File: src/sv/sha1_message_digest_macros.svh
// Assertion macros shared by the digest block.
`ifndef SHA1_MESSAGE_DIGEST_MACROS_SVH
`define SHA1_MESSAGE_DIGEST_MACROS_SVH

`ifndef ASSERT_OFF
`define SMD_ASSERT(lbl, clk_i, rst_ni, prop) \
  lbl: assert property (@(posedge clk_i) disable iff (!rst_ni) prop) \
    else $error("%m: assertion failed");
`define SMD_ASSERT_NORST(lbl, clk_i, prop) \
  lbl: assert property (@(posedge clk_i) prop) \
    else $error("%m: assertion failed");
`else
`define SMD_ASSERT(lbl, clk_i, rst_ni, prop)
`define SMD_ASSERT_NORST(lbl, clk_i, prop)
`endif

`endif

File: src/sv/smd_pkg.sv
package smd_pkg;

  localparam logic [31:0] H0 = 32'h67452301;
  localparam logic [31:0] H1 = 32'hEFCDAB89;
  localparam logic [31:0] H2 = 32'h98BADCFE;
  localparam logic [31:0] H3 = 32'h10325476;
  localparam logic [31:0] H4 = 32'hC3D2E1F0;
  localparam logic [31:0] K0 = 32'h5A827999;
  localparam logic [31:0] K1 = 32'h6ED9EBA1;
  localparam logic [31:0] K2 = 32'h8F1BBCDC;
  localparam logic [31:0] K3 = 32'hCA62C1D6;
  localparam logic [31:0] PAD_WORD = 32'h80000000;

  typedef logic [31:0] word_t;
  typedef logic [4:0][31:0] digest_t;

  typedef struct packed {
    logic [31:0] data_word;
    logic [2:0]  valid_bytes;
    logic        last_word;
  } in_item_t;

  typedef struct packed {
    logic [31:0] digest_word;
    logic [2:0]  word_index;
    logic        digest_end;
  } out_item_t;

  typedef struct packed {
    logic        en;
    logic [3:0]  addr;
    logic [31:0] data;
  } buf_wr_t;

  typedef struct packed {
    logic start;
    logic reinit;
  } cmp_ctl_t;

  typedef struct packed {
    logic busy;
    logic done;
  } cmp_sts_t;

  function automatic word_t init_hash(input logic [2:0] idx);
    word_t r;
    unique case (idx)
      3'd0: r = H0;
      3'd1: r = H1;
      3'd2: r = H2;
      3'd3: r = H3;
      default: r = H4;
    endcase
    return r;
  endfunction

  function automatic word_t round_k(input logic [6:0] rnd);
    word_t r;
    priority if (rnd < 7'd20) begin
      r = K0;
    end else if (rnd < 7'd40) begin
      r = K1;
    end else if (rnd < 7'd60) begin
      r = K2;
    end else begin
      r = K3;
    end
    return r;
  endfunction

  function automatic word_t round_f(input logic [6:0] rnd, input word_t b, input word_t c,
                                    input word_t d);
    word_t r;
    priority if (rnd < 7'd20) begin
      r = (b & c) | (~b & d);
    end else if (rnd < 7'd40) begin
      r = b ^ c ^ d;
    end else if (rnd < 7'd60) begin
      r = (b & c) | (b & d) | (c & d);
    end else begin
      r = b ^ c ^ d;
    end
    return r;
  endfunction

  // Keeps the valid leading bytes of a short final word and appends the pad byte.
  function automatic word_t pad_short(input word_t w, input logic [2:0] nb);
    word_t r;
    unique case (nb)
      3'd1: r = (w & 32'hFF000000) | 32'h00800000;
      3'd2: r = (w & 32'hFFFF0000) | 32'h00008000;
      3'd3: r = (w & 32'hFFFFFF00) | 32'h00000080;
      default: r = PAD_WORD;
    endcase
    return r;
  endfunction

endpackage

File: src/sv/sha1_message_digest.sv
// Streaming SHA-1: a word that does not complete a block is accepted without a stall.
// Every 16th word starts a compression (80 rounds, one per cycle, then chaining-memory
// read, add and write back for each of the five hash words), and input stalls until it ends.
// The last word adds one push per padding word and one or two compressions; the five
// digest words follow from an output register while the next message is taken.
// Reset (synchronous, active low) restores the initial hash values and clears the counters.
module sha1_message_digest (
  input  logic               clk,
  input  logic               rst_n,
  input  logic               in_valid,
  output logic               in_stall,
  input  smd_pkg::in_item_t  in_data,
  output logic               out_valid,
  input  logic               out_stall,
  output smd_pkg::out_item_t out_data
);

  smd_pkg::buf_wr_t  buf_wr;
  smd_pkg::cmp_ctl_t cmp_ctl;
  smd_pkg::cmp_sts_t cmp_sts;
  smd_pkg::digest_t  digest;
  logic              out_free;
  logic              out_load;

  smd_msg_ctrl u_ctrl (
    .clk      (clk),
    .rst_n    (rst_n),
    .in_valid (in_valid),
    .in_stall (in_stall),
    .in_data  (in_data),
    .buf_wr   (buf_wr),
    .cmp_ctl  (cmp_ctl),
    .cmp_sts  (cmp_sts),
    .out_free (out_free),
    .out_load (out_load)
  );

  smd_compress u_compress (
    .clk    (clk),
    .rst_n  (rst_n),
    .buf_wr (buf_wr),
    .ctl    (cmp_ctl),
    .sts    (cmp_sts),
    .digest (digest)
  );

  smd_digest_out u_out (
    .clk       (clk),
    .rst_n     (rst_n),
    .load      (out_load),
    .digest    (digest),
    .free      (out_free),
    .out_valid (out_valid),
    .out_stall (out_stall),
    .out_data  (out_data)
  );

endmodule

File: src/sv/smd_msg_ctrl.sv
`include "sha1_message_digest_macros.svh"

module smd_msg_ctrl (
  input  logic              clk,
  input  logic              rst_n,
  input  logic              in_valid,
  output logic              in_stall,
  input  smd_pkg::in_item_t in_data,
  output smd_pkg::buf_wr_t  buf_wr,
  output smd_pkg::cmp_ctl_t cmp_ctl,
  input  smd_pkg::cmp_sts_t cmp_sts,
  input  logic              out_free,
  output logic              out_load
);

  localparam logic [1:0] S_IDLE = 2'd0;
  localparam logic [1:0] S_PAD  = 2'd1;
  localparam logic [1:0] S_WAIT = 2'd2;
  localparam logic [1:0] S_FIN  = 2'd3;

  logic [1:0]  state_r, state_nxt;
  logic [3:0]  fill_r, fill_nxt;
  logic [63:0] len_r, len_nxt;
  logic        pad80_r, pad80_nxt;
  logic        len_hi_r, len_hi_nxt;
  logic        msg_end_r, msg_end_nxt;
  logic        final_r, final_nxt;
  logic [2:0]  nb;
  logic        accept;
  logic        push;
  logic [31:0] push_data;

  always_comb begin
    nb          = (in_data.valid_bytes > 3'd4) ? 3'd4 : in_data.valid_bytes;
    in_stall    = (state_r != S_IDLE);
    accept      = in_valid && !in_stall;
    state_nxt   = state_r;
    fill_nxt    = fill_r;
    len_nxt     = len_r;
    pad80_nxt   = pad80_r;
    len_hi_nxt  = len_hi_r;
    msg_end_nxt = msg_end_r;
    final_nxt   = final_r;
    push        = 1'b0;
    push_data   = '0;
    cmp_ctl     = '0;
    out_load    = 1'b0;
    unique case (state_r)
      S_IDLE: begin
        if (accept) begin
          push = 1'b1;
          if (!in_data.last_word) begin
            push_data = in_data.data_word;
            len_nxt   = len_r + 64'd32;
          end else begin
            len_nxt     = len_r + {58'd0, nb, 3'd0};
            msg_end_nxt = 1'b1;
            state_nxt   = S_PAD;
            if (nb == 3'd4) begin
              push_data = in_data.data_word;
              pad80_nxt = 1'b1;
            end else begin
              push_data = smd_pkg::pad_short(in_data.data_word, nb);
            end
          end
        end
      end
      S_PAD: begin
        push = 1'b1;
        priority if (pad80_r) begin
          push_data = smd_pkg::PAD_WORD;
          pad80_nxt = 1'b0;
        end else if (len_hi_r) begin
          push_data = len_r[31:0];
          final_nxt = 1'b1;
        end else if (fill_r == 4'd14) begin
          push_data  = len_r[63:32];
          len_hi_nxt = 1'b1;
        end else begin
          push_data = '0;
        end
      end
      S_WAIT: begin
        if (cmp_sts.done) begin
          if (final_r) begin
            state_nxt = S_FIN;
          end else if (msg_end_r) begin
            state_nxt = S_PAD;
          end else begin
            state_nxt = S_IDLE;
          end
        end
      end
      S_FIN: begin
        if (out_free) begin
          out_load       = 1'b1;
          cmp_ctl.reinit = 1'b1;
          state_nxt      = S_IDLE;
          len_nxt        = '0;
          fill_nxt       = '0;
          pad80_nxt      = 1'b0;
          len_hi_nxt     = 1'b0;
          msg_end_nxt    = 1'b0;
          final_nxt      = 1'b0;
        end
      end
      default: begin
        state_nxt = S_IDLE;
      end
    endcase
    if (push) begin
      fill_nxt = fill_r + 4'd1;
      if (fill_r == 4'd15) begin
        cmp_ctl.start = 1'b1;
        state_nxt     = S_WAIT;
      end
    end
    buf_wr.en   = push;
    buf_wr.addr = fill_r;
    buf_wr.data = push_data;
  end

  always_ff @(posedge clk) begin
    if (!rst_n) begin
      state_r   <= S_IDLE;
      fill_r    <= '0;
      len_r     <= '0;
      pad80_r   <= 1'b0;
      len_hi_r  <= 1'b0;
      msg_end_r <= 1'b0;
      final_r   <= 1'b0;
    end else begin
      state_r   <= state_nxt;
      fill_r    <= fill_nxt;
      len_r     <= len_nxt;
      pad80_r   <= pad80_nxt;
      len_hi_r  <= len_hi_nxt;
      msg_end_r <= msg_end_nxt;
      final_r   <= final_nxt;
    end
  end

  `SMD_ASSERT_NORST(a_push_state, clk, buf_wr.en |-> (state_r == S_IDLE) || (state_r == S_PAD))
  `SMD_ASSERT(a_start_busy, clk, rst_n, cmp_ctl.start |=> cmp_sts.busy)

endmodule

File: src/sv/smd_compress.sv
`include "sha1_message_digest_macros.svh"

module smd_compress (
  input  logic              clk,
  input  logic              rst_n,
  input  smd_pkg::buf_wr_t  buf_wr,
  input  smd_pkg::cmp_ctl_t ctl,
  output smd_pkg::cmp_sts_t sts,
  output smd_pkg::digest_t  digest
);

  localparam logic [1:0] P_IDLE  = 2'd0;
  localparam logic [1:0] P_ROUND = 2'd1;
  localparam logic [1:0] P_UPD   = 2'd2;

  logic [31:0]       buf_mem [16];
  logic [31:0]       chain_mem [5];
  logic [31:0]       buf_rd_r;
  logic [31:0]       chain_rd_r;
  logic [3:0]        buf_raddr;
  logic [2:0]        chain_raddr;

  logic [1:0]        phase_r, phase_nxt;
  logic [6:0]        rnd_r, rnd_nxt;
  logic [2:0]        upd_r, upd_nxt;
  logic              fresh_r, fresh_nxt;
  logic [31:0]       a_r, b_r, c_r, d_r, e_r;
  logic [31:0]       a_nxt, b_nxt, c_nxt, d_nxt, e_nxt;
  logic [15:0][31:0] sched_r, sched_nxt;
  logic [31:0]       wt, mix, t, chain_in, sum;
  logic              chain_we;

  always_comb begin
    buf_raddr   = (phase_r == P_ROUND) ? rnd_r[3:0] + 4'd1 : 4'd0;
    chain_raddr = (phase_r == P_UPD && upd_r != 3'd4) ? upd_r + 3'd1 : 3'd0;
    mix         = sched_r[13] ^ sched_r[8] ^ sched_r[2] ^ sched_r[0];
    wt          = (rnd_r < 7'd16) ? buf_rd_r : {mix[30:0], mix[31]};
    t           = {a_r[26:0], a_r[31:27]} + smd_pkg::round_f(rnd_r, b_r, c_r, d_r) + e_r
                  + smd_pkg::round_k(rnd_r) + wt;
    chain_in    = fresh_r ? smd_pkg::init_hash(upd_r) : chain_rd_r;
    sum         = chain_in + a_r;
    phase_nxt   = phase_r;
    rnd_nxt     = rnd_r;
    upd_nxt     = upd_r;
    fresh_nxt   = fresh_r;
    a_nxt       = a_r;
    b_nxt       = b_r;
    c_nxt       = c_r;
    d_nxt       = d_r;
    e_nxt       = e_r;
    sched_nxt   = sched_r;
    chain_we    = 1'b0;
    sts.done    = 1'b0;
    sts.busy    = (phase_r != P_IDLE);
    unique case (phase_r)
      P_IDLE: begin
        if (ctl.reinit) begin
          a_nxt     = smd_pkg::H0;
          b_nxt     = smd_pkg::H1;
          c_nxt     = smd_pkg::H2;
          d_nxt     = smd_pkg::H3;
          e_nxt     = smd_pkg::H4;
          fresh_nxt = 1'b1;
        end else if (ctl.start) begin
          phase_nxt = P_ROUND;
          rnd_nxt   = '0;
        end
      end
      P_ROUND: begin
        sched_nxt = {wt, sched_r[15:1]};
        a_nxt     = t;
        b_nxt     = a_r;
        c_nxt     = {b_r[1:0], b_r[31:2]};
        d_nxt     = c_r;
        e_nxt     = d_r;
        rnd_nxt   = rnd_r + 7'd1;
        if (rnd_r == 7'd79) begin
          phase_nxt = P_UPD;
          upd_nxt   = '0;
        end
      end
      P_UPD: begin
        chain_we = 1'b1;
        a_nxt    = b_r;
        b_nxt    = c_r;
        c_nxt    = d_r;
        d_nxt    = e_r;
        e_nxt    = sum;
        upd_nxt  = upd_r + 3'd1;
        if (upd_r == 3'd4) begin
          sts.done  = 1'b1;
          phase_nxt = P_IDLE;
          fresh_nxt = 1'b0;
        end
      end
      default: begin
        phase_nxt = P_IDLE;
      end
    endcase
    digest = {e_r, d_r, c_r, b_r, a_r};
  end

  always_ff @(posedge clk) begin
    if (buf_wr.en) begin
      buf_mem[buf_wr.addr] <= buf_wr.data;
    end
    buf_rd_r <= buf_mem[buf_raddr];
  end

  always_ff @(posedge clk) begin
    if (chain_we) begin
      chain_mem[upd_r] <= sum;
    end
    chain_rd_r <= chain_mem[chain_raddr];
  end

  always_ff @(posedge clk) begin
    if (!rst_n) begin
      phase_r <= P_IDLE;
      rnd_r   <= '0;
      upd_r   <= '0;
      fresh_r <= 1'b1;
      a_r     <= smd_pkg::H0;
      b_r     <= smd_pkg::H1;
      c_r     <= smd_pkg::H2;
      d_r     <= smd_pkg::H3;
      e_r     <= smd_pkg::H4;
    end else begin
      phase_r <= phase_nxt;
      rnd_r   <= rnd_nxt;
      upd_r   <= upd_nxt;
      fresh_r <= fresh_nxt;
      a_r     <= a_nxt;
      b_r     <= b_nxt;
      c_r     <= c_nxt;
      d_r     <= d_nxt;
      e_r     <= e_nxt;
    end
  end

  always_ff @(posedge clk) begin
    sched_r <= sched_nxt;
  end

  `SMD_ASSERT(a_start_idle, clk, rst_n, ctl.start |-> phase_r == P_IDLE)
  `SMD_ASSERT(a_last_round, clk, rst_n, (phase_r == P_ROUND) && (rnd_r == 7'd79) |=> (phase_r == P_UPD) && (upd_r == 3'd0))
  `SMD_ASSERT(a_no_write_busy, clk, rst_n, buf_wr.en |-> phase_r == P_IDLE)

endmodule

File: src/sv/smd_digest_out.sv
`include "sha1_message_digest_macros.svh"

module smd_digest_out (
  input  logic               clk,
  input  logic               rst_n,
  input  logic               load,
  input  smd_pkg::digest_t   digest,
  output logic               free,
  output logic               out_valid,
  input  logic               out_stall,
  output smd_pkg::out_item_t out_data
);

  smd_pkg::digest_t word_r;
  logic [2:0]       cnt_r;
  logic [2:0]       idx_r;
  logic             take;

  always_comb begin
    free                 = (cnt_r == 3'd0);
    out_valid            = (cnt_r != 3'd0);
    take                 = out_valid && !out_stall;
    out_data.digest_word = word_r[0];
    out_data.word_index  = idx_r;
    out_data.digest_end  = (cnt_r == 3'd1);
  end

  always_ff @(posedge clk) begin
    if (!rst_n) begin
      cnt_r <= '0;
      idx_r <= '0;
    end else if (load) begin
      cnt_r <= 3'd5;
      idx_r <= '0;
    end else if (take) begin
      cnt_r <= cnt_r - 3'd1;
      idx_r <= idx_r + 3'd1;
    end
  end

  always_ff @(posedge clk) begin
    if (load) begin
      word_r <= digest;
    end else if (take) begin
      word_r <= {32'd0, word_r[4:1]};
    end
  end

  `SMD_ASSERT(a_load_free, clk, rst_n, load |-> cnt_r == 3'd0)

endmodule

File: config.mk
export PLATFORM = sky130hd
export DESIGN_NAME = sha1_message_digest
export DESIGN_NICKNAME = d
export VERILOG_FILES = /design/src/sv/smd_pkg.sv /design/src/sv/sha1_message_digest.sv /design/src/sv/smd_msg_ctrl.sv /design/src/sv/smd_compress.sv /design/src/sv/smd_digest_out.sv
export VERILOG_INCLUDE_DIRS = /design/src /design/src/sv
export SDC_FILE = /design/constraint.sdc
export NUM_CORES = 2
export LEC_CHECK = 0
export BUFFER_PORTS_ARGS = -buffer_cell sky130_fd_sc_hd__buf_2
export CORE_ASPECT_RATIO = 0.7
export CORE_MARGIN = 4
export CORE_UTILIZATION = 57
export CTS_CLUSTER_DIAMETER = 80
export DETAILED_ROUTE_END_ITERATION = 16
export PLACE_DENSITY = 0.83
export RECOVER_POWER = 100
export SLEW_MARGIN = 30
export SYNTH_ARGS = -nofsm -noshare
export SYNTH_HDL_FRONTEND = slang
export SYNTH_SLANG_ARGS = --single-unit
File: constraint.sdc
create_clock -name clk -period 15.15 [get_ports clk]
set_input_delay 3.03 -clock clk [delete_from_list [all_inputs] [get_ports clk]]
set_output_delay 3.03 -clock clk [all_outputs]
set_load 0.1 [all_outputs]
==> impl_metrics.tcl <==
set metrics [dict create \
    synth_top_family_by_area "compound AO/OA/AOI/OAI gates" \
    end_kind "register" \
    ys_seq_area_frac 0.665 \
    netlist_area_um2 70200 \
    synth-simple-area-share 0.109 \
    initial_core_util 0.576 \
    synthMuxAreaShare 0.00585 \
    p_leak_nw 26.5 \
    wirelength_mm 172 \
    pwr-share-comb 0.090 \
    ys_ff_latch 1658 \
    antenna_found_initial 3 \
    netlist-cell-type-count 80 \
    synth_compound_area_frac 0.110 \
    maxSlewHeadroom -2.03 \
    pwr-share-seq 0.527 \
    path_cells "inv_1 -> ha_1 -> buf_12 -> clkbuf_1 -> nand2_4 -> buf_12 -> a211oi_1 -> a311oi_1 -> a211oi_1 -> a21oi_1" \
    num_vias 45900 \
    gr-total-overflow 0 \
    final-setup-viol-count 0 \
    cts_resized 0 \
    fillers 8610 \
    syn_nets 5865 \
    portBuffers 77 \
    worst_pin_slew_ns 4.54 \
    ios 78 \
    ir_drop_mv 0.150 \
    synth_area_per_cell_um2 12.5 \
    hold_path_startpoint "u_compress.sched_r[55]" \
    gp_congestion 0.934 \
    p_switching_mw 2.40 \
    grt_pass1_wl_mm 259 \
    clock-root-buffer "clkbuf_16" \
    setup-tns-final_ns 0 \
    post-cts-setup-buffers 0 \
    cp-start-kind "register" \
    crit_path_max_fanout 193 \
    synth_fa_ha_area_frac 0.0502 \
    cts_buffers 144 \
    cts_buffer_depth 3 \
    report.final.slew_viol_count 2024 \
    synth_ff_type "edfxtp_1" \
    register_area_um2 46600 \
    failed_checks "max-capacitance violations, max-slew violations" \
    dieArea_um2 129000 \
    clock_sinks 1658 \
    grt_pass1_vias 43000 \
    cts_tree "yes" \
    dr.pass1.iters 9 \
    viasPerCell 6.26 \
    async_reset_ff_frac 0 \
    fp.dieH_um 302 \
    max_freq_ghz 0.0994 \
    synth_warnings 0 \
    synthXorXnorAreaFrac 0.0265 \
    drt_iter0_markers 6912 \
    clk_pin_slew_ns 0.07 \
    dp_slack_ns 8.42 \
    crit_type "register to register" \
    whs_endpoint "u_compress.sched_r[23]" \
    synthCells 5616 \
    drt-wirelength-per-cell_um 23.4 \
    cp.arrival_ns 10.61 \
    placementRows 107 \
    whs_path_depth 0 \
    reg2reg_slack_ns 5.08 \
    finalWorstSetupSlack_ns 5.08 \
    grt_max_degree 211 \
    drc_errors 0 \
    maxCapViolations 46 \
    switching_share 0.244 \
    synth_edf_count 1344 \
    critPathSlowestCell "clkbuf_1" \
    multi_input_area_um2 21300 \
    finClkSkew_ns 0.0371 \
    area_growth_pct 9.10 \
    cts.htree.levels 4 \
    timing.rr.start "u_compress.phase_r[1]" \
    antenna_cells 0 \
    clkPwrFrac 0.384 \
    internal-power_mw 7.47 \
    core_area_um2 122000 \
    drive_above_1_share 0.0609 \
    crit_required_ns 15.69 \
    power.density_nw_per_um2 129 \
    min_period_ns 10.07 \
    min_period_over_period 0.664 \
    insertion_delay_ns 0.79 \
    drtAntennaViolNets 0 \
    hold_class "register to register" \
    die_x_um 427 \
    reg2reg_depth 10 \
    critPathMaxStageDelay_ns 3.09 \
    grt_usage 0.264 \
    rsz0062_at_grt "false" \
    hpwl_mm 105 \
    rr_endpoint "u_compress.buf_rd_r[0]" \
    timing_hold_violations_final 0 \
    hold_buffers 0 \
    outcome "complete, but fails checks" \
    finalNetCount 5825 \
]
==> cells in the final DEF, fill, tap and decap left out, drive strengths merged, types with 8 or more instances in the layout <==
cell type  synthesis  routed
buf               65      69
nand2b            15      15
o221a             17      17
o21a              15      15
fa               121     121
clkbuf           283     294
a21oi            252     252
a221oi            19      19
and3              23      23
dfxtp            314     314
or3               17      17
and2              56      56
o21bai             8       8
a311oi            63      63
nor2             275     275
a22o              39      39
clkinv             2      45
nor2b            136     136
o21ai            253     253
nand3            207     207
bufinv             0      14
o221ai            53      53
nor3              26      26
o22ai              8       8
a222oi            26      26
xnor2            146     146
edfxtp          1344    1344
nand2            968     968
a22oi             79      79
nand4             18      18
a211oi           169     169
mux2i             32      32
ha                88      88
a31oi             71      71
a21o              29      29
inv              239     243
xor2              66      66
==> per-stage QoR <==
| stage | cell area [µm²] | std cells | power (mW) | util | hold slack [ns] |
|---|---|---|---|---|---|
| floorplan | 70200 | 5616 | 6.02 | - | 0.400 |
| global placement | 72100 | 7061 | 6.14 | 0.591 | 0.400 |
| detailed placement | 72100 | 7064 | 6.17 | 0.591 | 0.405 |
| CTS | 76900 | 7330 | 9.90 | 0.631 | 0.399 |
| global route | 76600 | 7331 | 10.2 | 0.628 | 0.404 |
| finish | 76600 | 7331 | 9.88 | 0.628 | 0.396 |
==> Yosys cell counts (4+ instances only) <==
library cell  instances  area (µm²)
edfxtp_1           1344       40400
nand2_1             968        3630
dfxtp_1             314        6290
clkbuf_1            283        1060
nor2_1              275        1030
a21oi_1             249        1250
o21ai_0             246        1230
inv_1               238         893
nand3_1             207        1040
a211oi_1            167        1250
xnor2_1             146        1280
nor2b_1             136         851
fa_1                121        2420
ha_1                 88        1100
a22oi_1              79         593
a31oi_1              70         438
xor2_1               66         578
a311oi_1             63         552
and2_1               56         350
o221ai_1             53         464
a22o_1               39         342
buf_4                33         248
mux2i_1              32         320
buf_1                31         116
a21o_1               29         218
a222oi_1             26         260
nor3_1               24         120
and3_1               22         138
a221oi_1             18         158
nand4_1              18         113
o221a_2              17         191
or3_1                16         100
nand2b_1             15        93.8
o21a_1               15         113
o21bai_1              8        60.1
o22ai_1               8        50.1
a32oi_1               7        61.3
o21ai_1               7        35.0
and4_1                5        43.8
o211ai_1              5        37.5
a221o_1               4        40.0
==> routing by layer <==
layer / track usage / share of wire / wire (µm)
met1: 0.401 / 0.41 / 70100
met2: 0.375 / 0.43 / 73400
met3: 0.0648 / 0.13 / 22800
met4: 0.0845 / 0.030 / 5190
met5: 0 / 0.00027 / 46
==> worst max path at each step <==
stage	start	end
floorplan	out_stall	u_out.out_data[10]
global placement	u_compress.rnd_r[5]	u_compress.a_r[29]
detailed placement	u_compress.rnd_r[5]	u_compress.a_r[29]
CTS	u_compress.rnd_r[5]	u_compress.a_r[29]
global route	u_compress.phase_r[1]	u_compress.b_r[24]
finish	u_compress.phase_r[1]	u_compress.buf_rd_r[0]
==> critical path, delay by kind of cell, from the launching register on <==
family	cells	cell delay (ns)
AOI/OAI and AO/OA	4	1.21
buffers and inverters	4	4.40
DFF	1	0.33
adders and majority gates	1	2.07
and+or+nand+nor	1	1.42
==> state kept, by name, indices dropped and copies added, names as in the netlist, 61 cells and up <==
name                  cells
u_compress.sched_r      512
u_compress.chain_mem    160
u_compress.buf_mem      512
u_ctrl.len_r             61
u_out.word_r            128
==> cell families after synthesis <==
family | count (synthesis)
and+or+nand+nor | 1762
xor gates and xnor gates | 212
buffers and inverters | 589
AOI/OAI and AO/OA | 1149
adders and majority gates | 209
DFF | 1658
muxes | 37
==> power by group through the flow <==
stage	clock network, mW	logic, mW	registers [mW]
6_report	3.79	0.887	5.20
3_5_place_dp	0	0.886	5.29
5_1_grt	4.02	0.960	5.21
4_1_cts	3.82	0.894	5.19
3_3_place_gp	0	0.863	5.28
2_1_floorplan	0	0.669	5.35
==> layout make-up <==
class / instances / share of cell area
inverters: 241 / 0.0119
multi-input cells: 3369 / 0.278
repair buffers: 162 / 0.0108
clock inverters: 65 / 0.0101
well taps: 1635 / 0.0267
clock buffers: 201 / 0.0529
flip-flops and latches: 1658 / 0.609
Power figures use the tool's default switching activity.
